`config.mk`:
```
export PLATFORM = sky130hd
export DESIGN_NAME = lifo_stack_engine_unit
export DESIGN_NICKNAME = d
export VERILOG_FILES = /design/src/lse_pkg.sv /design/src/lifo_stack_engine_unit.sv
export SDC_FILE = /design/constraint.sdc
export NUM_CORES = 1
export LEC_CHECK = 0
export ABC_AREA = 0
export CAP_MARGIN = 20
export CELL_PAD_IN_SITES_DETAIL_PLACEMENT = 1
export CELL_PAD_IN_SITES_GLOBAL_PLACEMENT = 2
export CORE_AREA = 2 2 235 237
export CTS_CLUSTER_DIAMETER = 80
export CTS_CLUSTER_SIZE = 8
export DETAILED_ROUTE_END_ITERATION = 7
export DIE_AREA = 0 0 237 239
export DONT_BUFFER_PORTS = 1
export PLACE_DENSITY = 0.84
export SLEW_MARGIN = 0
export SYNTH_ARGS = -nofsm -noshare
export SYNTH_HDL_FRONTEND = slang
export SYNTH_SLANG_ARGS = --single-unit
export TNS_END_PERCENT = 100
```
`constraint.sdc`:
```
create_clock -name clock -period 6.8 [get_ports clock]
set_input_delay 0.34 -clock clock [delete_from_list [all_inputs] [get_ports clock]]
set_output_delay 0.34 -clock clock [all_outputs]
set_load 0.01 [all_outputs]
```
`src/lse_pkg.sv`:
```
// Shared types and constants for the LIFO stack engine.
// Depends on nothing; used by the top level, its checker and the testbench.
package lse_pkg;

   localparam int DEPTH       = 16;
   localparam int ENTRY_WIDTH = 32;
   localparam int VAL_W       = 32;
   localparam int ACT_W       = 3;
   localparam int ERR_W       = 2;
   localparam int CNT_W       = $clog2(DEPTH + 1);
   localparam int IDX_W       = (DEPTH > 1) ? $clog2(DEPTH) : 1;

   typedef enum logic [ACT_W-1:0] {
      ACT_PUSH     = 3'd0,
      ACT_POP      = 3'd1,
      ACT_PEEK     = 3'd2,
      ACT_CLEAR    = 3'd3,
      ACT_TRAVERSE = 3'd4
   } action_type;

   typedef enum logic [ERR_W-1:0] {
      ERR_OK        = 2'd0,
      ERR_OVERFLOW  = 2'd1,
      ERR_UNDERFLOW = 2'd2
   } error_type;

   typedef enum logic [1:0] {
      ST_IDLE,
      ST_EXEC,
      ST_WALK
   } state_type;

endpackage

```
`src/lifo_stack_engine_unit.sv`:
```
// LIFO stack engine: top level with the entry memory and the sequencer.
// Depends on lse_pkg.
//
// Usage. A transaction enters when start is high and busy is low; it carries
// an action (push, pop, peek, clear, traverse) and a push value. Each result
// transaction is shown for exactly one cycle with rsp_strobe high and is taken
// at the edge that ends that cycle; the receiver cannot stall, so no
// backpressure exists on the result side.
//
// Timing. Push, pop, peek, clear and unknown actions keep busy high only in the
// execute state and give their single result, registered, after it. A traverse
// over N entries keeps busy high through the execute and walk states and gives
// one result per cycle, top to bottom. The single read port of the entry
// memory, whose data is registered, sets this pace: one entry read per cycle.
// A new transaction may be accepted in the cycle that shows the previous
// transaction's last result.
//
// Reset (synchronous, active high) empties the stack and returns to idle. The
// entry memory is not cleared; only entries written by a push are ever reported.
module lifo_stack_engine_unit
   import lse_pkg::*;
(
   input  logic             clock,
   input  logic             reset,
   input  logic             start,
   output logic             busy,
   input  logic [ACT_W-1:0] req_action,
   input  logic [VAL_W-1:0] req_push_value,
   output logic             rsp_strobe,
   output logic [VAL_W-1:0] rsp_out_value,
   output logic [CNT_W-1:0] rsp_entry_count,
   output logic             rsp_is_empty,
   output logic             rsp_is_full,
   output logic [ERR_W-1:0] rsp_error_code,
   output logic             rsp_last_of_run
);

   // Control state.
   state_type              state_ff, state_in;
   logic [CNT_W-1:0]       count_ff, count_in;
   logic [CNT_W-1:0]       walk_ff, walk_in;

   // Captured transaction.
   logic [ACT_W-1:0]       action_ff;
   logic [ENTRY_WIDTH-1:0] value_ff;

   // Entry memory with one write port and one registered read port.
   logic [ENTRY_WIDTH-1:0] mem [DEPTH];
   logic [ENTRY_WIDTH-1:0] rd_data_ff;
   logic [IDX_W-1:0]       rd_addr;
   logic [IDX_W-1:0]       wr_addr;
   logic                   mem_we;

   // Result registers.
   logic                   rsp_strobe_ff, rsp_strobe_in;
   logic [VAL_W-1:0]       rsp_value_ff, rsp_value_in;
   logic [CNT_W-1:0]       rsp_count_ff;
   logic                   rsp_empty_ff, rsp_full_ff;
   logic [ERR_W-1:0]       rsp_err_ff, rsp_err_in;
   logic                   rsp_last_ff, rsp_last_in;

   logic                   accept;
   logic                   is_empty_now;
   logic                   is_full_now;
   logic [CNT_W-1:0]       count_m1;
   logic [CNT_W-1:0]       count_m2;
   logic [CNT_W-1:0]       walk_m2;

   assign busy         = (state_ff != ST_IDLE);
   assign accept       = start && !busy;
   assign is_empty_now = (count_ff == '0);
   assign is_full_now  = (count_ff == CNT_W'(DEPTH));
   assign count_m1     = count_ff - CNT_W'(1);
   assign count_m2     = count_ff - CNT_W'(2);
   assign walk_m2      = walk_ff - CNT_W'(2);
   assign wr_addr      = count_ff[IDX_W-1:0];

   // The read address always points at the entry that the next cycle emits:
   // the top while idle, and one entry further down during execution and walk.
   always_comb begin
      case (state_ff)
         ST_IDLE: rd_addr = count_m1[IDX_W-1:0];
         ST_EXEC: rd_addr = count_m2[IDX_W-1:0];
         ST_WALK: rd_addr = walk_m2[IDX_W-1:0];
         default: rd_addr = count_m1[IDX_W-1:0];
      endcase
   end

   // Next state.
   always_comb begin
      state_in = state_ff;
      case (state_ff)
         ST_IDLE: begin
            if (accept) begin
               state_in = ST_EXEC;
            end
         end
         ST_EXEC: begin
            if ((action_ff == ACT_TRAVERSE) && (count_ff > CNT_W'(1))) begin
               state_in = ST_WALK;
            end else begin
               state_in = ST_IDLE;
            end
         end
         ST_WALK: begin
            if (walk_ff == CNT_W'(1)) begin
               state_in = ST_IDLE;
            end
         end
         default: state_in = ST_IDLE;
      endcase
   end

   // Datapath and result values.
   always_comb begin
      count_in      = count_ff;
      walk_in       = walk_ff;
      mem_we        = 1'b0;
      rsp_strobe_in = 1'b0;
      rsp_value_in  = '0;
      rsp_err_in    = ERR_OK;
      rsp_last_in   = 1'b1;
      case (state_ff)
         ST_EXEC: begin
            rsp_strobe_in = 1'b1;
            case (action_ff)
               ACT_PUSH: begin
                  if (is_full_now) begin
                     rsp_err_in = ERR_OVERFLOW;
                  end else begin
                     mem_we   = 1'b1;
                     count_in = count_ff + CNT_W'(1);
                  end
               end
               ACT_POP: begin
                  if (is_empty_now) begin
                     rsp_err_in = ERR_UNDERFLOW;
                  end else begin
                     count_in     = count_m1;
                     rsp_value_in = VAL_W'(rd_data_ff);
                  end
               end
               ACT_PEEK: begin
                  if (is_empty_now) begin
                     rsp_err_in = ERR_UNDERFLOW;
                  end else begin
                     rsp_value_in = VAL_W'(rd_data_ff);
                  end
               end
               ACT_CLEAR: begin
                  count_in = '0;
               end
               ACT_TRAVERSE: begin
                  if (is_empty_now) begin
                     rsp_err_in = ERR_UNDERFLOW;
                  end else begin
                     rsp_value_in = VAL_W'(rd_data_ff);
                     rsp_last_in  = (count_ff == CNT_W'(1));
                     walk_in      = count_m1;
                  end
               end
               default: begin
                  // Unknown actions leave the stack alone and report its state.
               end
            endcase
         end
         ST_WALK: begin
            rsp_strobe_in = 1'b1;
            rsp_value_in  = VAL_W'(rd_data_ff);
            rsp_last_in   = (walk_ff == CNT_W'(1));
            walk_in       = walk_ff - CNT_W'(1);
         end
         default: begin
         end
      endcase
   end

   // Control registers.
   always_ff @(posedge clock) begin
      if (reset) begin
         state_ff      <= ST_IDLE;
         count_ff      <= '0;
         walk_ff       <= '0;
         rsp_strobe_ff <= 1'b0;
      end else begin
         state_ff      <= state_in;
         count_ff      <= count_in;
         walk_ff       <= walk_in;
         rsp_strobe_ff <= rsp_strobe_in;
      end
   end

   // Payload registers.
   always_ff @(posedge clock) begin
      if (accept) begin
         action_ff <= req_action;
         value_ff  <= ENTRY_WIDTH'(req_push_value);
      end
      rsp_value_ff <= rsp_value_in;
      rsp_count_ff <= count_in;
      rsp_empty_ff <= (count_in == '0);
      rsp_full_ff  <= (count_in == CNT_W'(DEPTH));
      rsp_err_ff   <= rsp_err_in;
      rsp_last_ff  <= rsp_last_in;
   end

   // Entry memory.
   always_ff @(posedge clock) begin
      if (mem_we) begin
         mem[wr_addr] <= value_ff;
      end
      rd_data_ff <= mem[rd_addr];
   end

   assign rsp_strobe      = rsp_strobe_ff;
   assign rsp_out_value   = rsp_value_ff;
   assign rsp_entry_count = rsp_count_ff;
   assign rsp_is_empty    = rsp_empty_ff;
   assign rsp_is_full     = rsp_full_ff;
   assign rsp_error_code  = rsp_err_ff;
   assign rsp_last_of_run = rsp_last_ff;

endmodule

```
==> flow_summary.ini, run 1 <==
[clock_network]
clock-sinks = 634
root_buffer = clkbuf_16
h-tree-depth = 3
tritoncts = built
numCtsBuffers = 89
clock_latency_ns = 0.63
clk_pin_slew_ns = 0.05
clockBufferDepth = 3

[yosys]
synth_compound_area_share_pct = 9.379
yosys.area_share.simple_pct = 6.960
syn_nets = 1557
avgSynthCellArea_um2 = 16.02
yosys.area.top_type_share_pct = 67.99
yosys_most_used_dff = edfxtp_1
synth-edff-count = 547
synth_top_family_by_area = compound AO/OA/AOI/OAI gates
muxShareOfSynthArea_pct = 5.479
synth_area_leaders = edfxtp_1, dfxtp_1, mux2i_1, a221oi_1, and2_1
synthAdderAreaFrac_pct = 0.5697
synth_cells = 1508
synth_seq_cells = 634
yosysMostFrequentCell = edfxtp_1
synth_top_cell_by_area = edfxtp_1
ys_types = 59
yosys-top-cells-count = edfxtp_1, mux2i_1, a221oi_1
yosysWarningCount = 0
yosysSeqAreaShare_pct = 75.20
syn_area_um2 = 24160
synthArstFlopShare_pct = 0
synthXorXnorAreaFrac_pct = 0.1450

[pwr]
p_sw_uw = 1989
internal_power_uw = 6954
p_total_uw = 8943
p_sw_share_pct = 22.24
combPwrFrac_pct = 4.8
power_density_nw_per_um2 = 319.8
power_leakage_uw = 0.008995
p_clk_share_pct = 46.3
peakVddDrop_v = 0.0001827
p_seq_share_pct = 48.9

[worst_hold_path]
hold_path_class = primary input to register

[timing]
hold_slack_ns = 0.06392
min_period_ns = 4.122
hold_violations = 0
setup_viol = 0
finalCritPeriodShare_pct = 60.62
relSlewSlack_pct = 35.50
fin_tns_setup_ns = 0
clock.fmax_mhz = 242.6
rsz0062_at_grt = false
worst_pin_slew_ns = 0.9662
drv_slew = 0
skew_ns = 0.02486

[floorplan]
num_rows = 86
core_um2 = 54340
num_io_pins = 82
fp.dieW_um = 237
initial_core_util_pct = 44.46
die_h_um = 239
fp.dieArea_um2 = 56640

[layout]
drive_gt1_share_pct = 10.02
final_cell_area_um2 = 27970
multi_input_area_um2 = 5579
syn_to_final_growth_pct = 15.75
post-route-util_pct = 51.46
seq_area_um2 = 18170
antennaDiodeCount = 0
fill_cells = 5023
fin_nets = 1611

[critical_path]
cp-end-kind = register
critPathMaxFanout = 80
critPathLaunchType = register
critPathKind = register to register
required_ns = 7.27
cp_data_arrival_time_ns = 4.59

[job]
maxCapViolCount = 0

[status]
status = finished, final reports clean

[route]
drtAntennaViolNets = 0
drt_first_iter_violations = 1275
post_drt_wl_per_cell_um = 26.50
first_pass_iters = 5
drcViolationCount = 0
wl_mm = 62.02
via_per_inst = 5.913
num_vias = 13840

[global_routing]
grtUsageTotal_pct = 22.22
grt_overflow = 0
grt_pass1_vias = 14890
grt_max_degree = 135
antenna_found_initial = 1
grt_pass1_wl_mm = 93.70

[place]
portBuffers = 0
place_hpwl_mm = 31.16
place_congestion = 0.7700
placed_area_um2 = 25000
## per-stage QoR
stage                     worst slack (ns)  cells
after floorplan                      1.735   1508
after global placement               2.831   2139
after detailed placement             2.729   2139
after CTS                            2.684   2340
after global routing                 2.481   2340
final                                2.678   2340
## critical path, stage by stage, from the launching register on
cell	delay [ns]
dfxtp_1	0.33
inv_1	0.08
ha_1	0.51
nand2b_2	0.28
buf_4	0.36
a21bo_4	0.87
buf_12	0.47
mux2i_1	0.26
a221oi_1	0.12
or4_1	0.59
## sequential cells by signal, indices dropped and copies added, names as in the netlist
register / cells
mem: 512
rd_data_ff: 32
rsp_out_value: 32
value_ff: 32
count_ff: 5
rsp_entry_count: 5
walk_ff: 5
action_ff: 3
rsp_error_code: 2
state_ff: 2
rsp_is_empty: 1
rsp_is_full: 1
rsp_last_of_run: 1
rsp_strobe: 1
## final timing paths
kind         cells after the start            from  slack (ns)                 to
min                              3           start        0.06        state_ff[0]
min reg2reg                      1  rd_data_ff[26]        0.42  rsp_out_value[26]
max reg2reg                      9     state_ff[0]        2.68     rd_data_ff[22]
max                              9     state_ff[0]        2.68     rd_data_ff[22]
## metal layers
metal	share of wire [%]	GRT usage (%)
met3	5.6	4.319
met5	0.019	0
met4	3.2	9.359
met1	42	28.76
met2	49	36.80
## area by class of cell
class / count / share of cell area [%]
Multi-Input combinational cell: 750 / 19.95
Clock inverter: 6 / 0.2595
Sequential cell: 634 / 64.96
Clock buffer: 159 / 9.056
Timing Repair Buffer: 71 / 2.407
Inverter: 16 / 0.2148
Tap cell: 704 / 3.150
## cells by family after synthesis
group | Yosys count
flops | 634
fa+ha+maj | 11
compound gates | 303
simple gates | 300
buf+inv | 124
mux | 132
xor+xnor | 4
## layout by cell type, fill, tap and decap left out, types with 16 or more instances in the layout
| cell type | synthesis | final |
|---|---|---|
| a221oi_1 | 128 | 128 |
| nor2_1 | 24 | 19 |
| dfxtp_1 | 87 | 87 |
| nand2_1 | 73 | 72 |
| mux2i_1 | 130 | 130 |
| and2_1 | 104 | 100 |
| dlygate4sd3_1 | 0 | 36 |
| buf_4 | 5 | 31 |
| clkbuf_16 | 0 | 91 |
| or4_1 | 33 | 33 |
| a211oi_1 | 66 | 66 |
| a21oi_1 | 73 | 72 |
| clkbuf_1 | 66 | 68 |
| inv_1 | 16 | 16 |
| edfxtp_1 | 547 | 547 |
## power groups by stage
stage                     registers, uW  logic, uW  clock network (uW)
after floorplan                    4410        294                   0
after global placement             4440        391                   0
after detailed placement           4450        409                   0
after CTS                          4370        433                4220
after global routing               4380        465                4380
final                              4370        429                4140
## timing repair
item / CTS / global route
resized for setup: 0 / 0
hold buffers: 36 / 0
setup buffers: 0 / 0
hold endpoints to repair: 48 / 0
endpoints found under the setup margin: 0 / 0
Power figures use the tool's default switching activity.
==> run 2, diff against run 1 <==
--- a/config.mk
+++ b/config.mk
@@ -9,11 +9,11 @@
 export CAP_MARGIN = 20
 export CELL_PAD_IN_SITES_DETAIL_PLACEMENT = 1
 export CELL_PAD_IN_SITES_GLOBAL_PLACEMENT = 2
-export CORE_AREA = 2 2 235 237
+export CORE_AREA = 2 2 241 243
 export CTS_CLUSTER_DIAMETER = 80
 export CTS_CLUSTER_SIZE = 8
 export DETAILED_ROUTE_END_ITERATION = 7
-export DIE_AREA = 0 0 237 239
+export DIE_AREA = 0 0 243 245
 export DONT_BUFFER_PORTS = 1
 export PLACE_DENSITY = 0.84
 export SLEW_MARGIN = 0
==> constraint.sdc (replaced) <==
create_clock -name clock -period 3.7 [get_ports clock]
set_input_delay 0.185 -clock clock [delete_from_list [all_inputs] [get_ports clock]]
set_output_delay 0.185 -clock clock [all_outputs]
set_load 0.01 [all_outputs]
==> flow_summary.ini, run 2 (synthesized netlist as in run 1, its figures left out) <==
[status]
status = finished, final reports clean

[pwr]
power_density_nw_per_um2 = 574.7
p_sw_uw = 3643
p_sw_share_pct = 22.25
power_leakage_uw = 0.009163
combPwrFrac_pct = 5.1
p_seq_share_pct = 49.1
internal_power_uw = 12730
p_clk_share_pct = 45.9
p_total_uw = 16370
peakVddDrop_v = 0.0003157

[layout]
fill_cells = 5426
layout_common_cells = edfxtp_1, mux2i_1, a221oi_1, and2_1, clkbuf_16
final_cell_area_um2 = 28490
largest_register_ffs = 512
largest-register = mem
multi_input_area_um2 = 5649
drive_gt1_share_pct = 11.11
mostFrequentLayoutCell = edfxtp_1
seq_area_um2 = 18170
syn_to_final_growth_pct = 17.93
fin_nets = 1634

[timing]
clock.fmax_mhz = 304.2
worst_pin_slew_ns = 0.9080
setup_viol = 0
rsz0062_at_grt = false
skew_ns = 0.02534
drv_slew = 0
min_period_ns = 3.287
finalCritPeriodShare_pct = 88.84
hold_violations = 0
hold_slack_ns = 0.1838
relSlewSlack_pct = 39.38
fin_tns_setup_ns = 0
layout_setup_ws_ns = 0.4128

[place]
place_congestion = 0.7637
portBuffers = 0
place_ws_ns = 0.4742
placed_area_um2 = 25550
place_hpwl_mm = 33.06

[critical_path]
critPathMaxFanout = 14
required_ns = 4.17
cp-end-kind = register
critPathLaunchType = register
cp_data_arrival_time_ns = 3.75
critPathKind = register to register

[floorplan]
fp.dieW_um = 243
initial_core_util_pct = 42.36
num_rows = 88
die_h_um = 245
core_um2 = 57030
num_io_pins = 82
fp.dieArea_um2 = 59540

[route]
first_pass_iters = 5
drcViolationCount = 0
drtAntennaViolNets = 0
num_vias = 13850
post_drt_wl_per_cell_um = 25.29
drt_first_iter_violations = 1224
via_per_inst = 5.718
wl_mm = 61.25

[global_routing]
antenna_found_initial = 2
grt_overflow = 0
grt_max_degree = 75
grt_pass1_wl_mm = 92.01
grtUsageTotal_pct = 20.52
grt_pass1_vias = 14830

[clock_network]
post_cts_buffers = 0
numCtsBuffers = 89
clockBufferDepth = 3
h-tree-depth = 3
root_buffer = clkbuf_16
clock_latency_ns = 0.63
clock-sinks = 634
tritoncts = built
clk_pin_slew_ns = 0.05

[worst_hold_path]
hold_path_class = primary input to register

[job]
maxCapViolCount = 0
[run 2: cell count changes in the layout (fill, tap and decap cells not counted), sizes merged]
cell	delta
diode	+1
dlygate4sd3	+1
clkinv	+3
inv	-3
buf	+22
clkbuf	-3
[run 2: layout make-up]
type / count / area share (%)
antenna: 1 / 0.008783
clock inverter: 6 / 0.3162
inverter: 16 / 0.2108
tap: 765 / 3.360
timing repair buffer: 94 / 3.812
clock buffer: 156 / 8.700
sequential: 634 / 63.77
multi-input combinational: 750 / 19.83
[run 2: final timing paths]
kind / cells after the start / end / slack (ns) / from
worst min-delay path: 1 / value_ff[9] / 0.18 / req_push_value[9]
worst min register to register: 1 / rsp_out_value[8] / 0.43 / rd_data_ff[8]
worst max register to register: 10 / rd_data_ff[16] / 0.41 / state_ff[0]
worst max-delay path: 10 / rd_data_ff[16] / 0.41 / state_ff[0]
[run 2: power groups by stage]
stage                     logic [uW]  clock network [uW]  registers, uW
after floorplan                  540                   0           8100
after global placement           760                   0           8160
after detailed placement         791                   0           8170
after CTS                        835                7660           8030
after global routing             891                7930           8050
final                            828                7510           8040
[run 2: per-stage QoR]
step,instances,utilization (%)
floorplan,1508,-
global placement,2222,44.80
detailed placement,2222,44.80
CTS,2421,49.95
global route,2421,49.95
finish,2422,49.95
[run 2: layer usage]
layer	share of wire, %	routed length, um	global-route usage [%]	vias to the layer above
li1	-	-	-	6139
met1	42	25800	25.64	7223
met2	51	30940	35.56	369
met3	4.7	2871	3.739	116
met4	2.7	1633	7.831	2
met5	0.023	14	0	-
[run 2: critical path, stage by stage (launching register included)]
cell	delay [ns]
dfxtp_1	0.31
inv_1	0.10
ha_1	0.47
mux2i_1	0.27
ha_1	0.24
a21oi_1	0.06
a32oi_1	0.28
o21a_2	0.53
buf_12	0.23
a221oi_1	0.06
or4_1	0.57
[run 2: what timing repair did]
action / in CTS / in global routing
gates resized for setup: 0 / 0
hold endpoints to repair: 48 / 0
hold buffers: 37 / 0
